`src/bps_pkg.sv`:
```
package bps_pkg;

  localparam int MAX_PATTERN_DEF = 8;
  localparam int LEN_W = 4;
  localparam int PAT_W = 64;
  localparam int SYM_W = 9;
  localparam int OFF_W = 24;
  localparam int CFG_AW = 4;
  localparam int CFG_DW = 64;
  localparam int QUEUE_DEPTH = 2;

  // substitution code bases
  localparam logic [SYM_W-1:0] CODE_SHORT = SYM_W'(256 + 23);
  localparam logic [SYM_W-1:0] CODE_TOP = SYM_W'(256 + 26);
  localparam logic [LEN_W-1:0] SHORT_LIMIT = LEN_W'(4);

  // register index, taken from paddr[3]
  localparam logic REG_LENGTH = 1'b0;
  localparam logic REG_PATTERN = 1'b1;

  typedef struct packed {
    logic [LEN_W-1:0] len;
    logic [SYM_W-1:0] first_code;
    logic [PAT_W-1:0] pattern;
  } cfg_t;

  typedef struct packed {
    logic [7:0] data_byte;
    logic eos;
  } item_t;

  typedef struct packed {
    logic [SYM_W-1:0] symbol;
    logic is_code;
    logic [OFF_W-1:0] dump_offset;
    logic last_of_run;
  } res_t;

endpackage

```
`src/bps_fifo.sv`:
```
module bps_fifo
  import bps_pkg::*;
#(
  parameter int W = 8,
  parameter int DEPTH = QUEUE_DEPTH
) (
  input  logic         clk,
  input  logic         rst_n,
  input  logic         push,
  input  logic [W-1:0] wdata,
  output logic         full,
  input  logic         pop,
  output logic [W-1:0] rdata,
  output logic         empty
);

  // DEPTH must be a power of two so the pointers wrap on their own
  localparam int AW = (DEPTH > 1) ? $clog2(DEPTH) : 1;
  localparam int CW = $clog2(DEPTH + 1);

  logic [W-1:0]  mem_r [DEPTH];
  logic [AW-1:0] wr_ptr_r, rd_ptr_r;
  logic [CW-1:0] count_r;
  logic          do_push, do_pop;

  assign full    = (count_r == CW'(DEPTH));
  assign empty   = (count_r == '0);
  assign do_push = push && !full;
  assign do_pop  = pop && !empty;
  assign rdata   = mem_r[rd_ptr_r];

  always_ff @(posedge clk) begin
    if (do_push) begin
      mem_r[wr_ptr_r] <= wdata;
    end
  end

  always_ff @(posedge clk) begin
    if (!rst_n) begin
      wr_ptr_r <= '0;
      rd_ptr_r <= '0;
      count_r  <= '0;
    end else begin
      if (do_push) begin
        wr_ptr_r <= (DEPTH > 1) ? wr_ptr_r + 1'b1 : '0;
      end
      if (do_pop) begin
        rd_ptr_r <= (DEPTH > 1) ? rd_ptr_r + 1'b1 : '0;
      end
      if (do_push && !do_pop) begin
        count_r <= count_r + 1'b1;
      end else if (do_pop && !do_push) begin
        count_r <= count_r - 1'b1;
      end
    end
  end

endmodule

```
`src/bps_cfg.sv`:
```
module bps_cfg
  import bps_pkg::*;
#(
  parameter int MAX_PATTERN = MAX_PATTERN_DEF
) (
  input  logic              clk,
  input  logic              rst_n,
  input  logic              psel,
  input  logic              penable,
  input  logic              pwrite,
  input  logic [CFG_AW-1:0] paddr,
  input  logic [CFG_DW-1:0] pwdata,
  output logic [CFG_DW-1:0] prdata,
  output cfg_t              cfg
);

  logic [LEN_W-1:0] length_r;
  logic [PAT_W-1:0] pattern_r;
  logic [LEN_W-1:0] eff_len;
  logic             wr_en;

  assign wr_en = psel && penable && pwrite;

  always_ff @(posedge clk) begin
    if (!rst_n) begin
      length_r  <= LEN_W'(1);
      pattern_r <= '0;
    end else if (wr_en) begin
      if (paddr[3] == REG_LENGTH) begin
        length_r <= pwdata[LEN_W-1:0];
      end else begin
        pattern_r <= pwdata[PAT_W-1:0];
      end
    end
  end

  assign prdata = (paddr[3] == REG_PATTERN) ? pattern_r
                                            : {{(CFG_DW-LEN_W){1'b0}}, length_r};

  // zero acts as one, anything past the window depth as the depth
  always_comb begin
    eff_len = length_r;
    if (length_r == '0) begin
      eff_len = LEN_W'(1);
    end else if (length_r > LEN_W'(MAX_PATTERN)) begin
      eff_len = LEN_W'(MAX_PATTERN);
    end
  end

  assign cfg.len        = eff_len;
  assign cfg.first_code = (eff_len < SHORT_LIMIT) ? CODE_SHORT
                                                  : CODE_TOP - SYM_W'(eff_len);
  assign cfg.pattern    = pattern_r;

endmodule

```
`src/bps_engine.sv`:
```
module bps_engine
  import bps_pkg::*;
#(
  parameter int MAX_PATTERN = MAX_PATTERN_DEF
) (
  input  logic  clk,
  input  logic  rst_n,
  input  cfg_t  cfg,
  input  logic  q_empty,
  input  item_t q_item,
  output logic  q_pop,
  input  logic  res_full,
  output logic  res_push,
  output res_t  res
);

  localparam int IW = (MAX_PATTERN > 1) ? $clog2(MAX_PATTERN) : 1;

  logic [7:0]       win_r [MAX_PATTERN];
  logic [7:0]       w     [MAX_PATTERN];
  logic [7:0]       w_sh  [MAX_PATTERN];
  logic [LEN_W-1:0] fill_r, code_idx_r;
  logic             eos_r, run_r;
  logic [OFF_W-1:0] pos_r;

  logic [LEN_W-1:0] cnt, cnt_after, code_inc, code_next;
  logic             eos, take, act, emit, match, is_code, more;

  // a new byte enters only between runs; a run drains one result a cycle while res_full is low
  assign take  = !run_r && !q_empty && !res_full;
  assign q_pop = take;
  assign act   = (take || run_r) && !res_full;

  always_comb begin
    for (int i = 0; i < MAX_PATTERN; i++) begin
      w[i] = win_r[i];
    end
    cnt = fill_r;
    eos = eos_r;
    if (take) begin
      w[fill_r[IW-1:0]] = q_item.data_byte;
      cnt = fill_r + 1'b1;
      eos = q_item.eos;
    end
    for (int i = 0; i < MAX_PATTERN; i++) begin
      w_sh[i] = (i < MAX_PATTERN - 1) ? w[(i + 1) % MAX_PATTERN] : w[i];
    end

    match = (code_idx_r == '0) && (cnt >= cfg.len);
    for (int k = 0; k < MAX_PATTERN; k++) begin
      if ((LEN_W'(k) < cfg.len) && (w[k] != cfg.pattern[8*k +: 8])) begin
        match = 1'b0;
      end
    end

    is_code   = (code_idx_r != '0) || match;
    code_inc  = code_idx_r + 1'b1;
    code_next = '0;
    if (is_code && (code_inc != cfg.len)) begin
      code_next = code_inc;
    end
    cnt_after = cnt - 1'b1;
    more = (code_next != '0) || (cnt_after >= cfg.len) || (eos && (cnt_after != '0));
    emit = act && ((code_idx_r != '0) || (cnt >= cfg.len) || (eos && (cnt != '0)));
  end

  assign res_push        = emit;
  assign res.symbol      = is_code ? cfg.first_code + SYM_W'(code_idx_r) : {1'b0, w[0]};
  assign res.is_code     = is_code;
  assign res.dump_offset = pos_r;
  assign res.last_of_run = !more;

  always_ff @(posedge clk) begin
    if (act) begin
      for (int i = 0; i < MAX_PATTERN; i++) begin
        win_r[i] <= emit ? w_sh[i] : w[i];
      end
    end
  end

  always_ff @(posedge clk) begin
    if (!rst_n) begin
      fill_r     <= '0;
      code_idx_r <= '0;
      eos_r      <= 1'b0;
      run_r      <= 1'b0;
      pos_r      <= '0;
    end else if (act) begin
      if (emit) begin
        fill_r     <= cnt_after;
        code_idx_r <= code_next;
        eos_r      <= eos && more;
        run_r      <= more;
        pos_r      <= pos_r + 1'b1;
      end else begin
        fill_r <= cnt;
        eos_r  <= eos;
      end
    end
  end

endmodule

```
`src/byte_pattern_substituter.sv`:
```
// Channel  | Ports                                              | Transfer when
// ---------+----------------------------------------------------+---------------------
// input    | in_push, in_full, in_data_byte, in_end_of_stream   | push & !full
// result   | out_pop, out_empty, out_symbol, out_is_code,       | pop & !empty
//          | out_dump_offset, out_last_of_run                   |
// config   | cfg_psel/penable/pwrite/paddr/pwdata/prdata/pready | psel&penable&pwrite
//
// One byte a cycle sustained while the result queue has room; a byte that triggers
// a match or a flush holds back later bytes while the engine issues its extra results.
// The window engine issues one result per cycle when the result queue is not full.
// Input and result queues are two deep each, so either side may stall independently.
// rst_n is synchronous; reset empties both queues and the window.
module byte_pattern_substituter
  import bps_pkg::*;
#(
  parameter int MAX_PATTERN = MAX_PATTERN_DEF
) (
  input  logic              clk,
  input  logic              rst_n,
  input  logic              in_push,
  output logic              in_full,
  input  logic [7:0]        in_data_byte,
  input  logic              in_end_of_stream,
  input  logic              out_pop,
  output logic              out_empty,
  output logic [SYM_W-1:0]  out_symbol,
  output logic              out_is_code,
  output logic [OFF_W-1:0]  out_dump_offset,
  output logic              out_last_of_run,
  input  logic              cfg_psel,
  input  logic              cfg_penable,
  input  logic              cfg_pwrite,
  input  logic [CFG_AW-1:0] cfg_paddr,
  input  logic [CFG_DW-1:0] cfg_pwdata,
  output logic [CFG_DW-1:0] cfg_prdata,
  output logic              cfg_pready
);

  cfg_t  cfg;
  item_t in_item, q_item;
  logic  q_empty, q_pop;
  res_t  res, out_res;
  logic  res_push, res_full;

  assign cfg_pready = 1'b1;
  assign in_item.data_byte = in_data_byte;
  assign in_item.eos       = in_end_of_stream;

  bps_cfg #(.MAX_PATTERN(MAX_PATTERN)) u_cfg (
    .clk     (clk),
    .rst_n   (rst_n),
    .psel    (cfg_psel),
    .penable (cfg_penable),
    .pwrite  (cfg_pwrite),
    .paddr   (cfg_paddr),
    .pwdata  (cfg_pwdata),
    .prdata  (cfg_prdata),
    .cfg     (cfg)
  );

  bps_fifo #(.W($bits(item_t)), .DEPTH(QUEUE_DEPTH)) u_in_q (
    .clk   (clk),
    .rst_n (rst_n),
    .push  (in_push),
    .wdata (in_item),
    .full  (in_full),
    .pop   (q_pop),
    .rdata (q_item),
    .empty (q_empty)
  );

  bps_engine #(.MAX_PATTERN(MAX_PATTERN)) u_engine (
    .clk      (clk),
    .rst_n    (rst_n),
    .cfg      (cfg),
    .q_empty  (q_empty),
    .q_item   (q_item),
    .q_pop    (q_pop),
    .res_full (res_full),
    .res_push (res_push),
    .res      (res)
  );

  bps_fifo #(.W($bits(res_t)), .DEPTH(QUEUE_DEPTH)) u_out_q (
    .clk   (clk),
    .rst_n (rst_n),
    .push  (res_push),
    .wdata (res),
    .full  (res_full),
    .pop   (out_pop),
    .rdata (out_res),
    .empty (out_empty)
  );

  assign out_symbol      = out_res.symbol;
  assign out_is_code     = out_res.is_code;
  assign out_dump_offset = out_res.dump_offset;
  assign out_last_of_run = out_res.last_of_run;

endmodule
```
`config.mk`:
```
export PLATFORM = sky130hd
export DESIGN_NAME = byte_pattern_substituter
export DESIGN_NICKNAME = d
export VERILOG_FILES = /design/src/bps_pkg.sv /design/src/bps_fifo.sv /design/src/bps_cfg.sv /design/src/bps_engine.sv /design/src/byte_pattern_substituter.sv
export SDC_FILE = /design/constraint.sdc
export NUM_CORES = 1
export LEC_CHECK = 0
export BUFFER_PORTS_ARGS = -buffer_cell sky130_fd_sc_hd__buf_2
export CAP_MARGIN = 20
export CORE_ASPECT_RATIO = 0.8
export CORE_MARGIN = 1.5
export CORE_UTILIZATION = 30
export CTS_CLUSTER_DIAMETER = 60
export DETAILED_ROUTE_END_ITERATION = 10
export SETUP_SLACK_MARGIN = 0.4
export SLEW_MARGIN = 20
export SYNTH_ARGS = -nofsm -noshare
export SYNTH_HDL_FRONTEND = slang
export SYNTH_SLANG_ARGS = --single-unit
```
`constraint.sdc`:
```
create_clock -name clk -period 5.4 [get_ports clk]
set_input_delay 0.54 -clock clk [delete_from_list [all_inputs] [get_ports clk]]
set_output_delay 0.54 -clock clk [all_outputs]
set_load 0.03 [all_outputs]
```
==> impl_metrics.tcl <==
set metrics [dict create \
    synth-edff-count 150 \
    antenna_found_initial 1 \
    hpwl_um 27000 \
    cap_viol_max_count 0 \
    min_path_type "in -> reg" \
    pin_count 186 \
    gr-total-overflow 0 \
    skew_ns 0.0306 \
    min_period_ns 4.49 \
    clockBufferDepth 3 \
    setup_violations 0 \
    area_growth_pct 19.2 \
    numCtsBuffers 30 \
    grt_max_degree 70 \
    track_usage_pct 16.0 \
    cts_sinks 262 \
    final_core_util_pct 36.2 \
    die-height_um 192 \
    hold_buffers 0 \
    drive_gt1_share_pct 21.9 \
    ys_types 84 \
    clk_latency_ns 0.59 \
    leakage_nw 6.02 \
    yosys_warnings 0 \
    yosys_most_used_dff "edfxtp_1" \
    outcome "finished, final reports clean" \
    nFillCells 4473 \
    start_util_pct 30.3 \
    async_reset_ff_share_pct 0 \
    slew_violations 0 \
    rows 69 \
    ys_seq_elements 262 \
    power_density_nw_per_um2 575 \
    grt_pass1_wl_um 57200 \
    cts.clk_slew.worst_paths_ns 0.06 \
    die-area_um2 46200 \
    post_cts_resized 0 \
    hold_ws_ns 0.142 \
    final_cells 2125 \
    wire_per_inst_um 17.8 \
    finalHoldViolCount 0 \
    cts_max_level 1 \
    syn_area_um2 13500 \
    setup.worst_path.class "reg -> reg" \
    max_freq_mhz 223 \
    placed_cells 2068 \
    core-area_um2 44400 \
    worstPathMaxFanout 22 \
    relSlewSlack_pct 29.1 \
    drtIter0Drc 740 \
    top_layer "met4" \
    irDropWorstVdd_v 0.000282 \
    post_cts_buffers 0 \
    rsz0062_at_grt "false" \
    port_buffers 181 \
    fin_tns_setup_ns 0 \
    route.met2.wl_um 16700 \
    drcViolationCount 0 \
    wirelength_um 37700 \
    syn_area_per_cell_um2 10.1 \
    drtAntennaViolNets 0 \
    vias_per_cell 4.92 \
    vias 10454 \
    tightest_slew_ns 1.04 \
    pre_cts_slack_ns 0.933 \
    fp.dieW_um 240 \
    wl_met3_um 2010 \
    required_ns 5.73 \
    cp-end-kind "register" \
    postSynthCellCount 1336 \
    grt_pass1_vias 9730 \
    wl_met1_um 18200 \
    synth.yosys.seq_area_share_pct 50.1 \
    clockRootBuffer "clkbuf_16" \
    syn-num-nets 1443 \
    finalCritPeriodShare_pct 83.1 \
    place_congestion 0.837 \
    fin_nets 1604 \
    cp.arrival_ns 4.82 \
    cts_tree "yes" \
    setup_slack_ns 0.914 \
    dr.pass1.iters 5 \
    worstSetupStartpointType "register" \
]
==> critical path, cell delays in order (launching register included) <==
cell and delay (ns):
dfxtp_1 0.38, or2_0 0.41, nor4_4 0.84, mux2i_1 0.39, o22ai_1 0.12, or3_1 0.33
o41ai_1 0.54, nand4_1 0.32, o31ai_2 0.49, mux2_2 0.40
==> layout make-up <==
| class | instances | area, µm² | share of cell area (%) |
|---|---|---|---|
| diodes | 1 | 2.50 | 0.0156 |
| clock buffers | 37 | 840 | 5.23 |
| clock inverters | 19 | 200 | 1.25 |
| inverters | 51 | 193 | 1.20 |
| multi-input cells | 946 | 6200 | 38.7 |
| flip-flops and latches | 262 | 6750 | 42.0 |
| well taps | 603 | 754 | 4.70 |
| repair buffers | 206 | 1110 | 6.89 |
==> synthesized netlist by cell type (5+ instances only) <==
cell type,n,area [µm²]
nand3_1,19,95.1
nand2_1,191,717
a21o_1,14,105
xor2_1,38,333
nor2b_1,6,37.5
clkbuf_1,47,176
mux2_2,47,529
xnor2_1,39,342
ha_1,22,275
nand4_1,15,93.8
edfxtp_1,150,4500
mux2i_1,73,731
buf_1,11,41.3
and3_1,8,50.1
buf_2,12,60.1
nor2_1,86,323
inv_1,49,184
o21ai_0,48,240
dfxtp_1,112,2240
buf_4,5,37.5
a22oi_1,8,60.1
nor3b_1,5,37.5
and2_1,62,388
nor3_1,11,55.1
nand2b_1,8,50.1
a21oi_1,121,606
or3_1,9,56.3
a221o_1,6,60.1
o22ai_1,17,106
==> state kept, by name, summed over array words and instances (netlist names), named ones only <==
register             count
u_in_q.mem_r            18
u_engine.code_idx_r      4
u_engine.eos_r           1
u_in_q.wr_ptr_r          1
u_engine.win_r          64
u_cfg.pattern_r         64
u_out_q.rd_ptr_r         1
u_in_q.count_r           2
u_engine.pos_r          24
u_out_q.wr_ptr_r         1
u_engine.run_r           1
u_in_q.rd_ptr_r          1
u_engine.fill_r          4
u_out_q.count_r          2
u_cfg.length_r           4
u_out_q.mem_r           68
==> cell usage in the layout (no fill, tap or decap), types with 9 or more instances in the layout <==
cell	count
nor3_1	11
ha_1	22
xor2_1	38
xnor2_1	39
inv_1	47
or3_1	9
nor2_1	85
edfxtp_1	150
mux2_2	47
buf_4	24
clkbuf_16	32
mux2i_1	73
nand3_1	19
dfxtp_1	112
buf_2	181
a21oi_1	121
nand4_1	15
o21ai_0	48
nand2_1	191
o22ai_1	17
a21o_1	14
and2_1	62
==> metal layers <==
layer | track usage (%) | up-vias
li1 | - | 5087
met1 | 23.3 | 5020
met2 | 24.9 | 296
met3 | 2.12 | 51
met4 | 4.04 | 0
met5 | 0 | -
==> per-stage QoR <==
| step | total power [mW] | area, µm² |
|---|---|---|
| final | 9.22 | 16000 |
| after global routing | 9.77 | 16000 |
| after CTS | 9.30 | 16000 |
| after detailed placement | 7.13 | 15000 |
| after global placement | 7.06 | 15000 |
| after floorplan | 6.07 | 13500 |
==> worst paths after layout <==
kind,startpoint,end,slack [ns],cells after the start
hold / removal,in_data_byte[3],u_in_q.mem_r[0][4],0.14,1
hold reg to reg,u_cfg.pattern_r[45],u_cfg.pattern_r[45],0.49,2
setup / recovery,u_engine.fill_r[0],u_out_q.mem_r[1][27],0.91,9
setup reg to reg,u_engine.fill_r[0],u_out_q.mem_r[1][27],0.91,9
==> where the power goes <==
| group | internal (mW) | switching (mW) |
|---|---|---|
| Clock | 1.25 | 0.875 |
| Sequential | 3.00 | 0.263 |
| Combinational | 1.37 | 2.46 |
==> cell families (layout without fill, tap and decap cells) <==
kind of cell,after synthesis,in the layout,synth area share (%)
compound gates,272,272,12.7
flops,262,262,50.1
buf+inv,128,313,3.93
fa+ha+maj,23,23,2.19
other cells,2,3,0.0558
simple gates,448,448,16.1
mux,124,124,9.83
xor+xnor,77,77,5.01
(Power assumes the default switching activity.)
